`config.mk`:
```
export PLATFORM = sky130hd
export DESIGN_NAME = tcw_sequencer
export DESIGN_NICKNAME = d
export VERILOG_FILES = /design/src/hw/rtl/text_console_char_writer_unit_assert.svh /design/src/hw/rtl/tcw_pkg.sv /design/src/hw/rtl/tcw_sequencer.sv
export SDC_FILE = /design/constraint.sdc
export NUM_CORES = 1
export LEC_CHECK = 0
export BUFFER_PORTS_ARGS = -buffer_cell sky130_fd_sc_hd__clkbuf_2
export CORE_MARGIN = 2
export CORE_UTILIZATION = 52
export DETAILED_ROUTE_END_ITERATION = 7
export PLACE_DENSITY = 0.84
export SYNTH_ARGS = -nofsm -noshare
export SYNTH_HDL_FRONTEND = slang
export SYNTH_SLANG_ARGS = --single-unit
```
`constraint.sdc`:
```
create_clock -name clk -period 3 [get_ports clk]
set_clock_uncertainty 0.15 [all_clocks]
set_input_delay 0.15 -clock clk [delete_from_list [all_inputs] [get_ports clk]]
set_output_delay 0.15 -clock clk [all_outputs]
set_load 0.01 [all_outputs]
```
`src/hw/rtl/text_console_char_writer_unit_assert.svh`:
```
// Assertion macros used by the console writer datapath.
`ifndef TEXT_CONSOLE_CHAR_WRITER_UNIT_ASSERT_SVH
`define TEXT_CONSOLE_CHAR_WRITER_UNIT_ASSERT_SVH
`ifndef NO_ASSERTIONS
`define TCW_ASSERT_SAME(lbl, clk, rstn, ante, cons) \
  lbl: assert property (@(posedge clk) disable iff (!(rstn)) (ante) |-> (cons)) \
    else $error("console writer check failed");
`define TCW_ASSERT_NEXT(lbl, clk, rstn, ante, cons) \
  lbl: assert property (@(posedge clk) disable iff (!(rstn)) (ante) |=> (cons)) \
    else $error("console writer check failed");
`else
`define TCW_ASSERT_SAME(lbl, clk, rstn, ante, cons)
`define TCW_ASSERT_NEXT(lbl, clk, rstn, ante, cons)
`endif
`endif

```
`src/hw/rtl/tcw_pkg.sv`:
```
// Shared types, constants and control word layout of the console writer.
`default_nettype none
package tcw_pkg;

  localparam int COLUMNS    = 80;
  localparam int ROWS       = 25;
  localparam int TAB_STOP   = 8;
  localparam int CELL_COUNT = COLUMNS * ROWS;
  localparam int COPY_LAST  = (ROWS - 1) * COLUMNS - 1;
  localparam int CELL_LAST  = CELL_COUNT - 1;

  localparam int PC_W = 5;

  localparam logic [1:0] KIND_PUT   = 2'd0;
  localparam logic [1:0] KIND_CLEAR = 2'd1;
  localparam logic [1:0] KIND_READ  = 2'd2;

  localparam logic [7:0] CHAR_BS  = 8'h08;
  localparam logic [7:0] CHAR_TAB = 8'h09;
  localparam logic [7:0] CHAR_LF  = 8'h0A;
  localparam logic [7:0] CHAR_CR  = 8'h0D;

  localparam logic [15:0] BLANK_CELL = 16'h0F20;

  localparam logic REG_FG = 1'b0;
  localparam logic REG_BG = 1'b1;

  typedef struct packed {
    logic [1:0]  kind;
    logic [7:0]  char_code;
    logic [10:0] cell_index;
  } in_word_t;

  typedef struct packed {
    logic [6:0]  cursor_column;
    logic [4:0]  cursor_row;
    logic [10:0] cursor_location;
    logic [7:0]  cell_char;
    logic [3:0]  cell_fg;
    logic [3:0]  cell_bg;
  } out_word_t;

  typedef enum logic [3:0] {
    OP_NONE,
    OP_LATCH,
    OP_PUT,
    OP_PTR_ZERO,
    OP_HOME,
    OP_COPY,
    OP_COPY_DRAIN,
    OP_BLANK,
    OP_ROW_LAST,
    OP_READ,
    OP_FINISH
  } op_t;

  typedef enum logic [3:0] {
    C_NEVER,
    C_ALWAYS,
    C_NO_ACCEPT,
    C_KIND_CLEAR,
    C_KIND_READ,
    C_KIND_NOT_PUT,
    C_NO_SCROLL,
    C_COPY_MORE,
    C_CELL_MORE,
    C_OUT_BUSY
  } cond_t;

  typedef struct packed {
    logic            take;
    op_t             op;
    cond_t           cond;
    logic [PC_W-1:0] target;
  } ctl_t;

  typedef struct packed {
    logic kind_clear;
    logic kind_read;
    logic kind_not_put;
    logic no_scroll;
    logic copy_more;
    logic cell_more;
    logic out_busy;
  } stat_t;

endpackage
`default_nettype wire

```
`src/hw/rtl/tcw_sequencer.sv`:
```
// Microcode store, step counter and jump logic of the console writer.
`default_nettype none
module tcw_sequencer (
  input  wire logic         clk,
  input  wire logic         rst_n,
  input  wire logic         in_valid,
  input  tcw_pkg::stat_t    stat,
  output tcw_pkg::ctl_t     ctl
);
  import tcw_pkg::*;

  localparam logic [PC_W-1:0] ST_BOOT      = 5'd0;
  localparam logic [PC_W-1:0] ST_BOOT_FILL = 5'd1;
  localparam logic [PC_W-1:0] ST_IDLE      = 5'd2;
  localparam logic [PC_W-1:0] ST_TEST_CLR  = 5'd3;
  localparam logic [PC_W-1:0] ST_TEST_RD   = 5'd4;
  localparam logic [PC_W-1:0] ST_TEST_PUT  = 5'd5;
  localparam logic [PC_W-1:0] ST_PUT       = 5'd6;
  localparam logic [PC_W-1:0] ST_SCR_INIT  = 5'd7;
  localparam logic [PC_W-1:0] ST_SCR_COPY  = 5'd8;
  localparam logic [PC_W-1:0] ST_SCR_DRAIN = 5'd9;
  localparam logic [PC_W-1:0] ST_SCR_BLANK = 5'd10;
  localparam logic [PC_W-1:0] ST_SCR_ROW   = 5'd11;
  localparam logic [PC_W-1:0] ST_CLR_HOME  = 5'd12;
  localparam logic [PC_W-1:0] ST_CLR_FILL  = 5'd13;
  localparam logic [PC_W-1:0] ST_CLR_DONE  = 5'd14;
  localparam logic [PC_W-1:0] ST_READ      = 5'd15;
  localparam logic [PC_W-1:0] ST_FINISH    = 5'd16;
  localparam logic [PC_W-1:0] ST_RETURN    = 5'd17;

  function automatic ctl_t ucode(input logic [PC_W-1:0] pc);
    ctl_t w;
    w = '{take: 1'b0, op: OP_NONE, cond: C_NEVER, target: ST_IDLE};
    case (pc)
      ST_BOOT:      w.op = OP_PTR_ZERO;
      ST_BOOT_FILL: w = '{take: 1'b0, op: OP_BLANK, cond: C_CELL_MORE, target: ST_BOOT_FILL};
      ST_IDLE:      w = '{take: 1'b1, op: OP_LATCH, cond: C_NO_ACCEPT, target: ST_IDLE};
      ST_TEST_CLR:  w = '{take: 1'b0, op: OP_NONE, cond: C_KIND_CLEAR, target: ST_CLR_HOME};
      ST_TEST_RD:   w = '{take: 1'b0, op: OP_NONE, cond: C_KIND_READ, target: ST_READ};
      ST_TEST_PUT:  w = '{take: 1'b0, op: OP_NONE, cond: C_KIND_NOT_PUT, target: ST_FINISH};
      ST_PUT:       w.op = OP_PUT;
      ST_SCR_INIT:  w = '{take: 1'b0, op: OP_PTR_ZERO, cond: C_NO_SCROLL, target: ST_FINISH};
      ST_SCR_COPY:  w = '{take: 1'b0, op: OP_COPY, cond: C_COPY_MORE, target: ST_SCR_COPY};
      ST_SCR_DRAIN: w.op = OP_COPY_DRAIN;
      ST_SCR_BLANK: w = '{take: 1'b0, op: OP_BLANK, cond: C_CELL_MORE, target: ST_SCR_BLANK};
      ST_SCR_ROW:   w = '{take: 1'b0, op: OP_ROW_LAST, cond: C_ALWAYS, target: ST_FINISH};
      ST_CLR_HOME:  w.op = OP_HOME;
      ST_CLR_FILL:  w = '{take: 1'b0, op: OP_BLANK, cond: C_CELL_MORE, target: ST_CLR_FILL};
      ST_CLR_DONE:  w = '{take: 1'b0, op: OP_NONE, cond: C_ALWAYS, target: ST_FINISH};
      ST_READ:      w.op = OP_READ;
      ST_FINISH:    w = '{take: 1'b0, op: OP_FINISH, cond: C_OUT_BUSY, target: ST_FINISH};
      ST_RETURN:    w = '{take: 1'b0, op: OP_NONE, cond: C_ALWAYS, target: ST_IDLE};
      default:      w = '{take: 1'b0, op: OP_NONE, cond: C_ALWAYS, target: ST_IDLE};
    endcase
    return w;
  endfunction

  logic [PC_W-1:0] pc_r, pc_nxt;
  logic            jump;

  assign ctl = ucode(pc_r);

  always_comb begin
    case (ctl.cond)
      C_NEVER:        jump = 1'b0;
      C_ALWAYS:       jump = 1'b1;
      C_NO_ACCEPT:    jump = !in_valid;
      C_KIND_CLEAR:   jump = stat.kind_clear;
      C_KIND_READ:    jump = stat.kind_read;
      C_KIND_NOT_PUT: jump = stat.kind_not_put;
      C_NO_SCROLL:    jump = stat.no_scroll;
      C_COPY_MORE:    jump = stat.copy_more;
      C_CELL_MORE:    jump = stat.cell_more;
      C_OUT_BUSY:     jump = stat.out_busy;
      default:        jump = 1'b0;
    endcase
    pc_nxt = jump ? ctl.target : pc_r + 5'd1;
  end

  always_ff @(posedge clk) begin
    if (!rst_n) begin
      pc_r <= ST_BOOT;
    end else begin
      pc_r <= pc_nxt;
    end
  end

endmodule
`default_nettype wire

```
## After elaboration in Yosys (flattened, before gate mapping)

Index checks and enable logic that the tools add are counted.

- Flip-flop bits (word level): 5

- Equal/unequal tests: 25
- Add/sub/neg operators: 1
- Muxes and demuxes: 5
- Reduce and logical (&&, ||, !) cells: 6

Operators with widths:

| operator | number |
|---|---|
| $pmux 9 s12 | 1 |
| $eq 5x4->1 const B | 8 |
| $pmux 4 s10 | 1 |
| $eq 5x3->1 const B | 4 |
| $eq 4x3->1 const B | 4 |
| $eq 5x2->1 const B | 2 |
| $pmux 1 s9 | 1 |
| $eq 4x2->1 const B | 2 |
| $eq 4x4->1 const B | 2 |
| $add 5x1->5 const B | 1 |
| $eq 5x1->1 const B | 1 |
| $eq 5x5->1 const B | 1 |
| $logic_not 5->1 | 1 |
| $mux 5 | 1 |
| $reduce_or 5->1 | 1 |
| $eq 4x1->1 const B | 1 |
| $reduce_or 2->1 | 2 |
| $reduce_or 3->1 | 1 |
| $logic_not 1->1 | 1 |
| $mux 1 | 1 |

## Logic depth before layout (Yosys ltp)

Gate-level depths: netlist of run 1.

- Word-level depth: 6
- Gate-level depth with buffers: 9
- Mapped depth without buffers: 8

## Least setup slack after synthesis of run 1

OpenSTA, ideal clock, no wires.

- Path type: flip-flop to flip-flop
- Start: register pc_r[0]
- End: register pc_r[2]
- Library setup time: 0.118 ns
- Arrival: 2.318 ns
- Setup slack: 0.413 ns
- Stages on the path, launching flop included: 9
- Path buffers: 1
- Cells stage by stage: dfxtp_1 -> ha_1 -> clkbuf_1 -> and3_1 -> ha_1 -> a211o_1 -> o311ai_2 -> mux2_2 -> mux2i_1

RTL lines:

| item | line | source |
|---|---|---|
| start: declaration | tcw_sequencer.sv:58 | `logic [PC_W-1:0] pc_r, pc_nxt;` |
| start signal: assignment | tcw_sequencer.sv:84 | `pc_r <= pc_nxt;` |

## Worst setup path in the final report of run 1

- Start: register pc_r[0]
- End: register pc_r[4]

- Word-level cells in the longest chain between the ends: 6
- Elaborated cells between the ends (all ways): 32
- Classes of those cells: add/sub (1); eq/ne (25); mux (3); reduce/logical (3)

RTL lines:

| item | line | source |
|---|---|---|
| $eq 5x4->1 (tied with other cells) | tcw_sequencer.sv:34 | `case (pc)` |
| $reduce_or 5->1 (no source line) or $reduce_or 2->1 (tied branches) | n/a |  |
| $pmux 9 s12 | tcw_sequencer.sv:34 |  |
| $eq 4x4->1 (tied with other cells) | tcw_sequencer.sv:64 | `case (ctl.cond)` |
| $pmux 1 s9 | tcw_sequencer.sv:64 |  |
| $mux 5 * | tcw_sequencer.sv:77 | `pc_nxt = jump ? ctl.target : pc_r + 5'd1;` |

Every way passes the cells marked *; elsewhere a longest branch is shown, timed or not.
A chain may end at the register's enable or synchronous reset.

==> results of run 1 <==
## metrics by stage
| stage | hold slack, ns | util | area, um^2 | power (uW) | cells |
|---|---|---|---|---|---|
| after floorplan | 0.347 | - | 937 | 1000 | 124 |
| after global placement | 0.363 | 0.616 | 1050 | 1280 | 165 |
| after detailed placement | 0.369 | 0.616 | 1050 | 1300 | 165 |
| after CTS | 0.104 | 0.632 | 1080 | 1380 | 169 |
| after global routing | 0.139 | 0.632 | 1080 | 1500 | 169 |
| final | 0.107 | 0.632 | 1080 | 1390 | 169 |
## logic make-up after synthesis
kind of cell	Yosys count	share of synthesized area
xor+xnor	3	0.0280
buf+inv	18	0.0935
compound gates	41	0.332
fa+ha+maj	5	0.0668
simple gates	40	0.231
mux	12	0.142
flops	5	0.107
## cell type report
| cell class | instances | area (um^2) |
|---|---|---|
| Fill cell | 159 | 629 |
| Tap cell | 25 | 31.3 |
| Inverter | 7 | 26.3 |
| Multi-Input combinational cell | 101 | 749 |
| Sequential cell | 5 | 100 |
| Clock buffer | 4 | 26.3 |
| Timing Repair Buffer | 27 | 145 |
## per-layer routing
metal	vias to the layer above	share of wire
li1	495	-
met1	482	0.43
met2	65	0.47
met3	9	0.075
met4	0	0.028
met5	-	0
## worst min-delay path: cells and delay by family
kind | cells | cell delay (ns)
buffers and inverters | 1 | 0.16
AND/OR/NAND/NOR | 1 | 0.09
multiplexers | 1 | 0.05
## power breakdown
group          leakage, uW  internal, uW  switching, uW
Combinational     0.000442           544            623
Sequential       0.0000410          90.9           52.0
Clock            0.0000150          50.6           31.9
## placed cells by master (no fill, tap or decap), types with 5 or more instances in the layout
cell      synthesis  final
o21ai_0           5      5
mux2i_1           7      7
inv_1             5      5
ha_1              5      5
clkbuf_2          0     23
nand2b_1          5      5
a21oi_1           7      7
nand2_1          15     15
nor2_1            5      5
dfxtp_1           5      5
## path summary, 6_finish.rpt
check                 end     from  cells after the start  slack (ns)
hold reg to reg   pc_r[0]  pc_r[0]                      3        0.50
setup reg to reg  pc_r[4]  pc_r[0]                      7        0.32
hold / removal    pc_r[0]    rst_n                      3        0.11
setup / recovery  pc_r[4]  pc_r[0]                      7        0.32
==> results.json, run 1 <==
{
  "fin_crit_ns": 2.68,
  "synth.top_cell.area_share": 0.107,
  "dieArea_um2": 2160,
  "core_area_um2": 1710,
  "worstMarginPinSlew_ns": 0.616,
  "setup.worst_path.class": "reg -> reg",
  "drive_gt1_frac": 0.299,
  "ctsHoldBuffers": 0,
  "p_leak_uw": 0.000498,
  "vias_per_cell": 6.22,
  "clock.fmax_mhz": 373,
  "syn2layout_area_growth_pct": 15.1,
  "tns_ns": 0,
  "status": "finished clean",
  "seq_area_frac_synth": 0.107,
  "drt-pass1-iter-count": 4,
  "drc": 0,
  "yosys.area.top_type": "dfxtp_1",
  "diodes": 0,
  "max_stage_delay_ns": 0.40,
  "syn_nets": 139,
  "synth.area.top_cells": "dfxtp_1 11%, mux2i_1 7.5%, ha_1 6.7%",
  "grt_max_degree": 18,
  "cts_setup_buffers": 0,
  "maxCapViolations": 0,
  "synth.avg_cell_area_um2": 7.56,
  "cts_root_buf": "clkbuf_4",
  "grt_pass1_wl_um": 3820,
  "grt_use_met2": 0.375,
  "syn_area_um2": 937,
  "floorplan.initialDensity": 0.549,
  "cp.arrival_ns": 2.71,
  "grt_use_met3": 0.0275,
  "slew_headroom": 0.588,
  "synth_edf_count": 0,
  "grt-ovfl-total": 0,
  "cpLargestDelayFamily": "compound AO/OA/AOI/OAI gates",
  "critical_path.startpoint_type": "register",
  "dominantRegCellSynth": "dfxtp_1",
  "grt.total_usage": 0.249,
  "largest_register_ff_count": 5,
  "vias": 1051,
  "clock_latency_ns": 0.25,
  "timing.final.ws_setup_ns": 0.317,
  "wirelength_um": 2510,
  "worst_path_max_delay_cell": "o311ai_2",
  "synthDistinctLibCells": 49,
  "clk_pin_slew_ns": 0.05,
  "path_max_fanout": 12,
  "grtUsageMet1": 0.340,
  "row_count": 15,
  "ioPinCount": 24,
  "io_buffers": 23,
  "power.density_nw_per_um2": 1290,
  "cts_made_buffers": 3,
  "place_congestion": 0.944,
  "drv_slew": 0,
  "clock_path_buffers": 2,
  "ys_ff_latch": 5,
  "crit_top_cell": "ha_1",
  "hp-class": "in -> reg",
  "place_ws_ns": 0.363,
  "cts_sinks": 5,
  "crit_buf_inv": 0,
  "top_register": "pc_r",
  "drt_iter0_drc": 53,
  "critPathCaptureType": "register",
  "rsz0062_at_grt": "no",
  "synth_cells": 124,
  "hpwl_um": 1930,
  "cp_cell_sequence": "ha_1, and3_1, ha_1, a211o_1, o311ai_2, mux2i_2, mux2i_1",
  "hold_viol": 0,
  "yosys.cell_count.top_type": "nand2_1",
  "cts_tree": "yes",
  "cp.required_ns": 3.03,
  "die_w_um": 46.5,
  "grt.busiest_layer": "met2",
  "cts_max_level": 1,
  "die-height_um": 46.5,
  "wl_per_cell_um": 14.9,
  "cts_resized": 0,
  "async_flop_share": 0,
  "fin_crit_sh": 0.894,
  "grt_pass1_vias": 842,
  "ant_nets": 0,
  "setup_viol": 0,
  "finish.net_count": 160,
  "netlist_top_cells_count": "15 x nand2_1, 7 x a21oi_1, 7 x mux2i_1",
  "grt_antenna_before_repair": 0,
  "reg_top3": "pc_r (5)",
  "yosysWarnings": 0,
  "vdd_drop_max_v": 0.000929
}
(Power assumes the default switching activity.)
==> inputs of run 2 (changes only) <==
==> constraint.sdc (replaced) <==
create_clock -name clk -period 2.56 [get_ports clk]
set_clock_uncertainty 0.15 [all_clocks]
set_input_delay 0.128 -clock clk [delete_from_list [all_inputs] [get_ports clk]]
set_output_delay 0.128 -clock clk [all_outputs]
set_load 0.01 [all_outputs]
==> results.json, run 2 (synthesized netlist as in run 1, its figures left out) <==
{
  "status": "finished clean",
  "fin_crit_sh": 0.969,
  "cts_max_level": 1,
  "final_cells": 180,
  "grt_pass1_wl_um": 4230,
  "power.density_nw_per_um2": 1500,
  "grt_pass1_vias": 949,
  "floorplan.initialDensity": 0.549,
  "hpwl_um": 2110,
  "hold_viol": 0,
  "grt-ovfl-total": 0,
  "vdd_drop_max_v": 0.000969,
  "critPathCaptureType": "register",
  "fillers": 148,
  "register_area_um2": 104,
  "tns_ns": 0,
  "max_stage_delay_ns": 0.39,
  "setup.worst_path.class": "reg -> reg",
  "die_w_um": 46.5,
  "vias": 1085,
  "p_leak_uw": 0.000557,
  "cts_sinks": 5,
  "drive_gt1_frac": 0.426,
  "timing.hold.ws_ns": 0.0791,
  "clock.fmax_mhz": 403,
  "top_register": "pc_r",
  "finish.net_count": 171,
  "drc": 0,
  "row_count": 15,
  "io_buffers": 23,
  "final_cell_mix": "23 x clkbuf_2, 15 x nand2_1, 15 x buf_4, 7 x a21oi_1, 7 x mux2i_1",
  "cp.arrival_ns": 2.50,
  "setup_viol": 0,
  "rsz0062_at_grt": "yes",
  "largest_register_ff_count": 5,
  "place_congestion": 0.964,
  "fin_crit_ns": 2.48,
  "maxCapViolations": 0,
  "grt_max_degree": 15,
  "drt-pass1-iter-count": 4,
  "ant_nets": 0,
  "path_max_fanout": 4,
  "cts_made_buffers": 3,
  "ioPinCount": 24,
  "dp.cells": 176,
  "multi_input_area_um2": 800,
  "drv_slew": 0,
  "dieArea_um2": 2160,
  "clock_path_buffers": 2,
  "vias_per_cell": 6.03,
  "cts_tree": "yes",
  "syn2layout_area_growth_pct": 29.6,
  "slew_headroom": 0.734,
  "clk_pin_slew_ns": 0.05,
  "worstMarginPinSlew_ns": 0.398,
  "cts_root_buf": "clkbuf_4",
  "cp.required_ns": 2.58,
  "worst_path_max_delay_cell": "mux2i_2",
  "grt_antenna_before_repair": 0,
  "critical_path.startpoint_type": "register",
  "clock_latency_ns": 0.25,
  "wirelength_um": 2840,
  "diodes": 0,
  "drt_iter0_drc": 55,
  "cp_cell_sequence": "inv_2, ha_2, mux2_1, a21oi_2, o21ai_2, o311ai_4, mux2i_2, mux2i_1",
  "reg_top3": "pc_r (5)",
  "core_area_um2": 1710,
  "final_common_cell": "clkbuf_2",
  "ctsHoldBuffers": 0,
  "die-height_um": 46.5,
  "wl_per_cell_um": 15.8,
  "grt.total_usage": 0.275,
  "hp-class": "in -> reg"
}
==> run 2: worst paths after layout <==
| path | from | endpoint | slack, ns | cells after the start |
|---|---|---|---|---|
| max reg2reg | pc_r[0] | pc_r[4] | 0.08 | 8 |
| min | rst_n | pc_r[2] | 0.08 | 3 |
| min reg2reg | pc_r[0] | pc_r[0] | 0.43 | 3 |
| max | pc_r[0] | pc_r[4] | 0.08 | 8 |
==> run 2: where the power goes <==
group | internal [uW] | leakage (uW) | total [uW] | switching [uW]
logic | 763 | 0.000500 | 1580 | 816
clock network | 59.1 | 0.0000150 | 94.6 | 35.5
registers | 110 | 0.0000419 | 154 | 43.4
total | 933 | 0.000557 | 1830 | 895
==> run 2: per-stage QoR <==
| stage | util | cell area (um^2) | worst slack, ns | power, uW |
|---|---|---|---|---|
| 6_report | 0.711 | 1210 | 0.0797 | 1830 |
| 5_1_grt | 0.711 | 1210 | -0.0306 | 1950 |
| 4_1_cts | 0.689 | 1180 | 0.0462 | 1760 |
| 3_5_place_dp | 0.670 | 1140 | -0.0328 | 1640 |
| 3_3_place_gp | 0.670 | 1140 | 0.0490 | 1610 |
| 2_1_floorplan | - | 947 | 0.0473 | 1220 |
==> run 2: layer usage <==
layer  wire, um  track usage  part of all wire
met2       1430        0.458              0.50
met1       1200        0.350              0.42
met4         35        0.131             0.012
met3        168       0.0235             0.059
met5          0            0                 0
==> run 2: area by class of cell <==
cell class	instances	share of cell area
tap	25	0.0257
inverter	7	0.0216
multi-input combinational	101	0.658
sequential	5	0.0855
timing repair buffer	38	0.187
clock buffer	4	0.0216
==> run 2: timing repair <==
item	4_1_cts	5_1_grt
gates resized for setup	2	11
endpoints found under the setup margin	3	6
setup buffers	0	0
pin swaps	0	3
==> run 2: worst max-delay path, delay by kind of cell (launching register included) <==
family / cells / cell delay (ns)
multiplexers: 3 / 0.98
AO/OA/AOI/OAI: 3 / 0.64
flip-flops: 1 / 0.35
adder cells (fa/ha/maj): 1 / 0.22
buffers and inverters: 1 / 0.07
